--- src/hdl/fe2_pkg.sv ---
package fe2_pkg;

  localparam int TableBitsDef = 10;
  localparam int SumW = 56;
  localparam int FracQ = 48;

  typedef enum logic [1:0] {
    CLS_NORMAL,
    CLS_NAN,
    CLS_ZERO,
    CLS_INF
  } cls_t;

  typedef struct packed {
    logic vld;
    cls_t cls;
  } fe2_ctl_t;

  localparam logic [31:0] QnanBits = 32'h7FC0_0000;
  localparam logic [31:0] InfBits  = 32'h7F80_0000;
  localparam logic [31:0] NegLimit = 32'h4180_0000;
  localparam logic [31:0] PosLimit = 32'h4300_0000;
  localparam logic [7:0]  ExpBias  = 8'd110;

  // Reciprocal of a small positive integer by Newton iteration, starting from
  // the power of two at or just above it.
  function automatic real recip_of(int n);
    real g;
    real r;
    g = 1.0;
    r = 1.0;
    while (g < real'(n)) begin
      g = g * 2.0;
      r = r * 0.5;
    end
    for (int i = 0; i < 7; i++) begin
      r = r * (2.0 - real'(n) * r);
    end
    return r;
  endfunction

  // Stored mantissa of 2^(k/depth), series evaluation rounded to nearest-even.
  function automatic logic [22:0] mant_entry(int k, int tbits);
    real x;
    real t;
    real term;
    real sum;
    real m;
    real r;
    real step;
    int  tr;
    step = 1.0;
    for (int i = 0; i < tbits; i++) begin
      step = step * 0.5;
    end
    x = real'(k) * step;
    t = x * 0.69314718055994530942;
    term = 1.0;
    sum = 1.0;
    for (int n = 1; n < 30; n++) begin
      term = term * t * recip_of(n);
      sum = sum + term;
    end
    m = sum * 8388608.0;
    tr = $rtoi(m);
    r = m - real'(tr);
    if (r > 0.5 || (r == 0.5 && tr[0])) begin
      tr = tr + 1;
    end
    return tr[22:0];
  endfunction

endpackage

--- src/hdl/fe2_align.sv ---
module fe2_align (
  input  logic                    clk,
  input  logic                    rst,
  input  logic                    start,
  input  logic [31:0]             x_bits,
  output fe2_pkg::fe2_ctl_t       ctl,
  output logic [fe2_pkg::SumW-1:0] sum
);
  import fe2_pkg::*;

  logic       sign;
  logic [7:0] expf;
  logic [22:0] frac;
  cls_t       cls_next;
  logic [SumW-1:0] mag_next;
  logic [5:0] shamt;

  fe2_ctl_t   ctl1;
  logic       sign1;
  logic [SumW-1:0] mag;

  assign sign = x_bits[31];
  assign expf = x_bits[30:23];
  assign frac = x_bits[22:0];
  assign shamt = 6'(expf - 8'd102);

  always_comb begin
    if (expf == 8'hFF && frac != '0) begin
      cls_next = CLS_NAN;
    end else if (sign && {1'b0, x_bits[30:0]} > NegLimit) begin
      cls_next = CLS_ZERO;
    end else if (!sign && x_bits >= PosLimit) begin
      cls_next = CLS_INF;
    end else begin
      cls_next = CLS_NORMAL;
    end
    if (expf >= 8'd107 && cls_next == CLS_NORMAL) begin
      mag_next = SumW'({1'b1, frac}) << shamt;
    end else begin
      mag_next = '0;
    end
  end

  // Stage one: classification and alignment of the significand.
  always_ff @(posedge clk) begin
    if (rst) begin
      ctl1.vld <= 1'b0;
    end else begin
      ctl1.vld <= start;
    end
    ctl1.cls <= cls_next;
    sign1 <= sign;
    mag <= mag_next;
  end

  // Stage two: the offset of seventeen is added or subtracted.
  always_ff @(posedge clk) begin
    if (rst) begin
      ctl.vld <= 1'b0;
    end else begin
      ctl.vld <= ctl1.vld;
    end
    ctl.cls <= ctl1.cls;
    if (sign1) begin
      sum <= (SumW'(17) << FracQ) - mag;
    end else begin
      sum <= (SumW'(17) << FracQ) + mag;
    end
  end

endmodule

--- config.mk ---
export PLATFORM = sky130hd
export DESIGN_NAME = fe2_align
export DESIGN_NICKNAME = d
export VERILOG_FILES = /design/src/hdl/fe2_pkg.sv /design/src/hdl/fe2_align.sv
export SDC_FILE = /design/constraint.sdc
export NUM_CORES = 1
export LEC_CHECK = 0
export ABC_CLOCK_PERIOD_IN_PS = 5900
export BUFFER_PORTS_ARGS = -buffer_cell sky130_fd_sc_hd__buf_4
export CAP_MARGIN = 20
export CORE_MARGIN = 3
export CORE_UTILIZATION = 55
export CTS_BUF_LIST = sky130_fd_sc_hd__clkbuf_4
export DETAILED_ROUTE_END_ITERATION = 10
export PLACE_DENSITY = 0.77
export SETUP_SLACK_MARGIN = 0.4
export SLEW_MARGIN = 0
export SYNTH_ARGS = -nofsm -noshare
export SYNTH_HDL_FRONTEND = slang
export SYNTH_SLANG_ARGS = --single-unit
export TNS_END_PERCENT = 20
--- constraint.sdc ---
create_clock -name clk -period 5.9 [get_ports clk]
set_input_delay 0.295 -clock clk [delete_from_list [all_inputs] [get_ports clk]]
set_output_delay 0.295 -clock clk [all_outputs]
set_load 0.005 [all_outputs]
==> results.ini, run 1 <==
[cts]
tritoncts=done
clkSlewWorstSetupHoldPaths_ps=100
cts_resized=0
cts-htree-levels=4
cts.sinks=119
cts_buffer_depth=2
clock_latency_ps=550
cts-root-buf=clkbuf_4
cts_buffers=17

[sta]
clock_skew_ps=25.5
finalCriticalPeriod_ps=2870
rsz0062_at_grt=no
finalHoldViolations=0
finalSetupTns_ps=0
setup_slack_ps=3030
tightest_slew_ps=1030
slew_headroom=0.317
period_share=0.486
setup_viol=0
final_max_slew_viol_count=0
fmax_mhz=349

[global_route]
grt_use_total=0.277
grt_pass1_wl_um=27700
grt_max_degree=62
antenna_found_initial=0
grt_pass1_vias=5279
overflow=0

[placed_design]
gp_congestion=0.934
place_inst=894
port_buffers=93
hpwl_um=13100
pre_cts_ws_ps=2590

[yosys]
ys_types=67
ys_seq_area_frac=0.374
synth_top_area_frac=0.374
synthArstFlopShare=0
synth-main-ff-cell=dfxtp_1
synthMostInstantiatedCell=dfxtp_1
synth_fp_nets=739
synth_edf_count=0
ys_seq_elements=119
synth_common_cells=119 x dfxtp_1, 66 x nor2_1, 59 x nand2_1
synth_area_um2=6380
postSynthCellCount=698
yosysTopAreaCell=dfxtp_1
syn_area_per_cell_um2=9.13
synthTopCellsByArea=dfxtp_1 37%, mux4_2 7.4%, xnor2_1 7.0%
synth_warnings=0

[worst_setup_path]
crit_path_max_fanout=55
startpoint=x_bits[24]
r2r_start=mag[12]$_SDFF_PP0_
worst_r2r_endpoint=sum[53]$_DFF_P_
reg2regPathDepth=6
reg2reg_setup_slack_ps=3280
cp-end-kind=flip-flop
worstPathRequired_ps=6370
critical_path_class=in2reg
crit_path_end=mag[37]$_SDFF_PN0_
worst_ep_arrival_time_ps=3340
start_kind=input pin

[pwr]
p_leak_nw=3.04
p_per_area_nw_per_um2=304
ir_drop_v=0.000185

[route]
m1WireLength_um=7380
post_drt_wl_per_cell_um=19.0
firstDrtPassIters=6
drc=0
dr_wl_met2_um=8200
drt-initial-drc-count=473
ant_nets=0
maxUsedRoutingLayer=met4
vias=5659
viasPerCell=6.09
routed_wirelength_um=17700
route.met3.wl_um=1600

[floorplan]
rows=38
die_h_um=114
initial_core_util=0.576
die_area_um2=12900
coreArea_um2=11100
die_x_um=114
ios=94

[finish]
syn2layout_area_growth_pct=16.7
nNetsFinal=817
final_core_util=0.672
final_cell_count_no_fill=929
drive_above_1_share=0.232

[hold_path]
hp-class=in2reg

[flow_run]
cap_violations=0

[outcome]
outcome=completed

## cell families after synthesis
family | after synthesis | share of synthesized area
buf+inv | 60 | 0.0400
fa+ha+maj | 6 | 0.0118
compound gates | 163 | 0.172
mux | 57 | 0.133
xor+xnor | 61 | 0.0838
simple gates | 232 | 0.186
flops | 119 | 0.374
## cell usage in the layout (no fill, tap or decap), types with 6 or more instances in the layout
cell and n:
or3_1 6, ha_1 6, clkbuf_4 20, o21ai_0 37, nand3_1 21, nor2_1 66, a21oi_1 35, a2bb2oi_1 6
mux4_2 21, mux2i_1 22, xnor2_1 50, o31ai_1 11, o21a_1 7, nand2b_1 7, a211oi_1 6, mux2_2 14
dfxtp_1 119, inv_1 14, nor3_1 22, xor2_1 9, o22ai_1 9, a22oi_1 9, nand2_1 59, buf_4 101
nor4_1 7
## worst max-delay path: stages
cell,delay (ps)
buf_4,560
ha_1,250
buf_4,440
clkinv_1,600
or3_1,620
o22ai_1,270
a22oi_1,120
nor2_1,140
## metal layers
metal  GRT usage  vias up
met4       0.101        0
met1       0.357     2607
li1            -     2701
met5           0        -
met2       0.437      310
met3      0.0891       41
## power by group
group          internal [mW]  switching (mW)  total, mW  leakage [nW]
Combinational          0.329           0.387      0.715          1.91
Sequential             0.907          0.0482      0.956         0.978
Clock                  0.300           0.293      0.592         0.157
## sequential cells by signal, summed over array words and instances (netlist names)
register and cells:
sum 56, ctl1 3, ctl 3, mag 56, sign1 1
## worst min-delay path by stage
| stage | cells after the start | slack (ps) | endpoint | startpoint |
|---|---|---|---|---|
| 6_report | 3 | 140 | mag[0]$_SDFF_PP0_ | x_bits[0] |
| 5_1_grt | 3 | 120 | mag[0]$_SDFF_PP0_ | x_bits[0] |
| 4_1_cts | 3 | 100 | mag[0]$_SDFF_PP0_ | x_bits[0] |
| 3_5_place_dp | 0 | 320 | ctl[1]$_DFF_P_ | ctl1[1]$_DFF_P_ |
| 3_3_place_gp | 0 | 310 | ctl[0]$_DFF_P_ | ctl1[0]$_DFF_P_ |
| 2_1_floorplan | 0 | 310 | ctl[0]$_DFF_P_ | ctl1[0]$_DFF_P_ |
## per-stage QoR
stage | total power [mW] | area [µm²] | hold WS (ps)
2_1_floorplan | 1.40 | 6380 | 310
3_3_place_gp | 1.67 | 7130 | 315
3_5_place_dp | 1.68 | 7130 | 324
4_1_cts | 2.27 | 7440 | 102
5_1_grt | 2.38 | 7440 | 122
6_report | 2.26 | 7440 | 143
## layout make-up
| cell class | count | area, µm² |
|---|---|---|
| Multi-Input combinational cell | 519 | 3750 |
| Fill cell | 899 | 3640 |
| Sequential cell | 119 | 2380 |
| Timing Repair Buffer | 104 | 788 |
| Tap cell | 140 | 175 |
| Clock buffer | 20 | 150 |
| Clock inverter | 11 | 133 |
| Inverter | 15 | 56.3 |
| Antenna cell | 1 | 2.50 |
## timing repair
action | CTS | global route
hold endpoints to repair | 5 | 0
hold buffers | 3 | 0
setup buffers | 0 | 0
No activity file was read; power rests on OpenSTA's default activity.
==> inputs of run 2 (changes only) <==
--- a/config.mk
+++ b/config.mk
@@ -5,14 +5,14 @@
 export SDC_FILE = /design/constraint.sdc
 export NUM_CORES = 1
 export LEC_CHECK = 0
-export ABC_CLOCK_PERIOD_IN_PS = 5900
+export ABC_CLOCK_PERIOD_IN_PS = 2600
 export BUFFER_PORTS_ARGS = -buffer_cell sky130_fd_sc_hd__buf_4
 export CAP_MARGIN = 20
 export CORE_MARGIN = 3
-export CORE_UTILIZATION = 55
+export CORE_UTILIZATION = 54
 export CTS_BUF_LIST = sky130_fd_sc_hd__clkbuf_4
 export DETAILED_ROUTE_END_ITERATION = 10
-export PLACE_DENSITY = 0.77
+export PLACE_DENSITY = 0.79
 export SETUP_SLACK_MARGIN = 0.4
 export SLEW_MARGIN = 0
 export SYNTH_ARGS = -nofsm -noshare
==> constraint.sdc (replaced) <==
create_clock -name clk -period 2.6 [get_ports clk]
set_input_delay 0.13 -clock clk [delete_from_list [all_inputs] [get_ports clk]]
set_output_delay 0.13 -clock clk [all_outputs]
set_load 0.005 [all_outputs]
==> run 2 against run 1 <==
Net effect: clock skew down 12 ps; global-route usage up 0.18 points; critical path depth down 2; via count is 2.2% higher; power rose by 140%; sequential power rose by 130%; critical path type is now reg2reg.
==> results.ini, run 2 (synthesis gave the netlist of run 1 again) <==
[global_route]
grt_pass1_wl_um=28500  ; was 27700 µm
grt_pass1_vias=5387  ; was 5279
grt_max_degree=55  ; was 62
antenna_found_initial=1  ; was 0
grtUsageMet2=0.439  ; was 0.437
overflow=0  ; unchanged
use_met1=0.372  ; was 0.357
top_usage_layer=met2  ; unchanged
met3_usage=0.0603  ; was 0.0891
grt_use_total=0.279  ; was 0.277

[sta]
finalCriticalPeriod_ps=2210
finalSetupTns_ps=0  ; unchanged
fmax_mhz=452
period_share=0.851
clock_skew_ps=13.1  ; was 25.5 ps
final_max_slew_viol_count=0  ; unchanged
slew_headroom=0.262  ; was 0.317
finalHoldViolations=0  ; unchanged
setup_viol=0  ; unchanged
tightest_slew_ps=1100  ; was 1030 ps
rsz0062_at_grt=yes  ; was no

[route]
ant_nets=0  ; unchanged
post_drt_wl_per_cell_um=18.9  ; was 19.0 µm
vias=5783  ; was 5659
drt-initial-drc-count=581  ; was 473
firstDrtPassIters=7  ; was 6
viasPerCell=6.02  ; was 6.09
drc=0  ; unchanged
routed_wirelength_um=18100  ; was 17700 µm

[floorplan]
coreArea_um2=11500  ; was 11100 µm²
die_h_um=115  ; was 114 µm
ios=94  ; unchanged
rows=39  ; was 38
initial_core_util=0.556  ; was 0.576
die_x_um=115  ; was 114 µm
die_area_um2=13100  ; was 12900 µm²

[worst_setup_path]
crit_buf_inv=0  ; was 3
critical_path_class=reg2reg  ; was in2reg
cp-end-kind=flip-flop  ; unchanged
r2r_start=mag[20]$_SDFF_PP0_  ; was mag[12]$_SDFF_PP0_
crit_path_max_fanout=4  ; was 55
critPathTopFamily=simple AND/OR/NAND/NOR gates  ; was buffers and inverters
path_cells=or4_4 > nor4b_4 > nand4_4 > o31a_1 > o41ai_2 > xnor2_1  ; was buf_4 > ha_1 > buf_4 > clkinv_1 > or3_1 > o22ai_1 > a22oi_1 > nor2_1
reg2reg_setup_slack_ps=390  ; was 3280 ps
crit_slowest_cell=or4_4  ; was or3_1
startpoint=mag[20]$_SDFF_PP0_  ; was x_bits[24]
worstPathRequired_ps=3050  ; was 6370 ps
worst_ep_arrival_time_ps=2660  ; was 3340 ps
slowest_delay_ps=550  ; was 620 ps
start_kind=flip-flop  ; was input pin

[finish]
nNetsFinal=844  ; was 817
top_regs=mag x56, sum x56  ; unchanged
syn2layout_area_growth_pct=22.1  ; was 16.7%
fill_cells=935  ; was 899
mostFrequentLayoutCells=123 x buf_4, 118 x dfxtp_1, 65 x nor2_1  ; was 119 x dfxtp_1, 101 x buf_4, 66 x nor2_1
layout.cells.most_common=buf_4  ; was dfxtp_1
drive_above_1_share=0.268  ; was 0.232

[cts]
tritoncts=done  ; unchanged
cts.sinks=119  ; unchanged
cts_buffer_depth=2  ; unchanged
cts-htree-levels=4  ; unchanged
clock_latency_ps=510  ; was 550 ps
cts_buffers=17  ; unchanged
clkSlewWorstSetupHoldPaths_ps=110  ; was 100 ps
cts-root-buf=clkbuf_4  ; unchanged

[pwr]
seqPwrFrac=0.402  ; was 0.422
p_clk_frac=0.274  ; was 0.262
p_per_area_nw_per_um2=693  ; was 304 nW/µm²
p_int_mw=3.67  ; was 1.54 mW
p_leak_nw=3.22  ; was 3.04 nW
switching_share=0.320  ; was 0.321
netSwitchingPower_mw=1.73  ; was 727 µW
total_power_mw=5.40  ; was 2.26 mW
pwr-share-comb=0.325  ; was 0.316
ir_drop_v=0.000618  ; was 0.000185 V

[hold_path]
hp-class=in2reg  ; unchanged
min-delay-start=x_bits[25]  ; was x_bits[0]

[placed_design]
port_buffers=93  ; unchanged
gp_congestion=0.981  ; was 0.934
hpwl_um=13700  ; was 13100 µm

[outcome]
outcome=completed  ; unchanged

[flow_run]
cap_violations=0  ; unchanged

==> run 2: worst paths after layout <==
check	end	cells after the start
setup reg to reg	sum[54]$_DFF_P_	6
hold reg to reg	ctl[0]$_DFF_P_	0
hold / removal	ctl1[1]$_DFF_P_	4
setup / recovery	sum[54]$_DFF_P_	6
==> run 2: layout make-up <==
| type | count | area, µm² | share of cell area |
|---|---|---|---|
| tap | 143 | 179 | 0.0230 |
| clock buffer | 17 | 128 | 0.0164 |
| timing repair buffer | 131 | 1020 | 0.131 |
| inverter | 15 | 56.3 | 0.00723 |
| sequential | 119 | 2380 | 0.306 |
| multi-input combinational | 519 | 3810 | 0.490 |
| antenna | 1 | 2.50 | 0.000321 |
| clock inverter | 15 | 200 | 0.0257 |
==> run 2: timing repair <==
item	CTS	global route
hold endpoints to repair	6	0
resized for setup	6	8
hold buffers	6	0
gates cloned	0	0
buffers inserted	5	0
setup endpoints to repair	18	32
pin swaps	4	2
==> run 2: metal layers <==
metal | wire length, µm | vias to the layer above
met1 | 7820 | 2724
met2 | 8450 | 265
met3 | 1280 | 42
met5 | 0 | -
li1 | - | 2752
met4 | 598 | 0
==> run 2: worst reg2reg max path, delay by kind of cell (launching register included) <==
| family | cells | cell delay [ps] |
|---|---|---|
| DFF | 1 | 330 |
| and+or+nand+nor | 3 | 1100 |
| AOI/OAI and AO/OA | 2 | 580 |
| xor gates and xnor gates | 1 | 150 |
==> run 2: stage by stage <==
stage,utilization,hold slack [ps],setup slack [ps],area (µm²),instances
global placement,0.636,280,231,7290,916
CTS,0.675,9.83,341,7740,959
floorplan,-,158,518,6380,698
detailed placement,0.636,282,155,7290,916
finish,0.679,87.2,386,7780,960
global route,0.679,61.4,276,7780,960
==> run 2: power groups by stage <==
stage	clock (mW)	combinational, mW	sequential, mW
finish	1.48	1.75	2.17
global route	1.58	1.90	2.19
CTS	1.51	1.72	2.17
detailed placement	0	1.66	2.21
global placement	0	1.63	2.20
floorplan	0	0.965	2.21
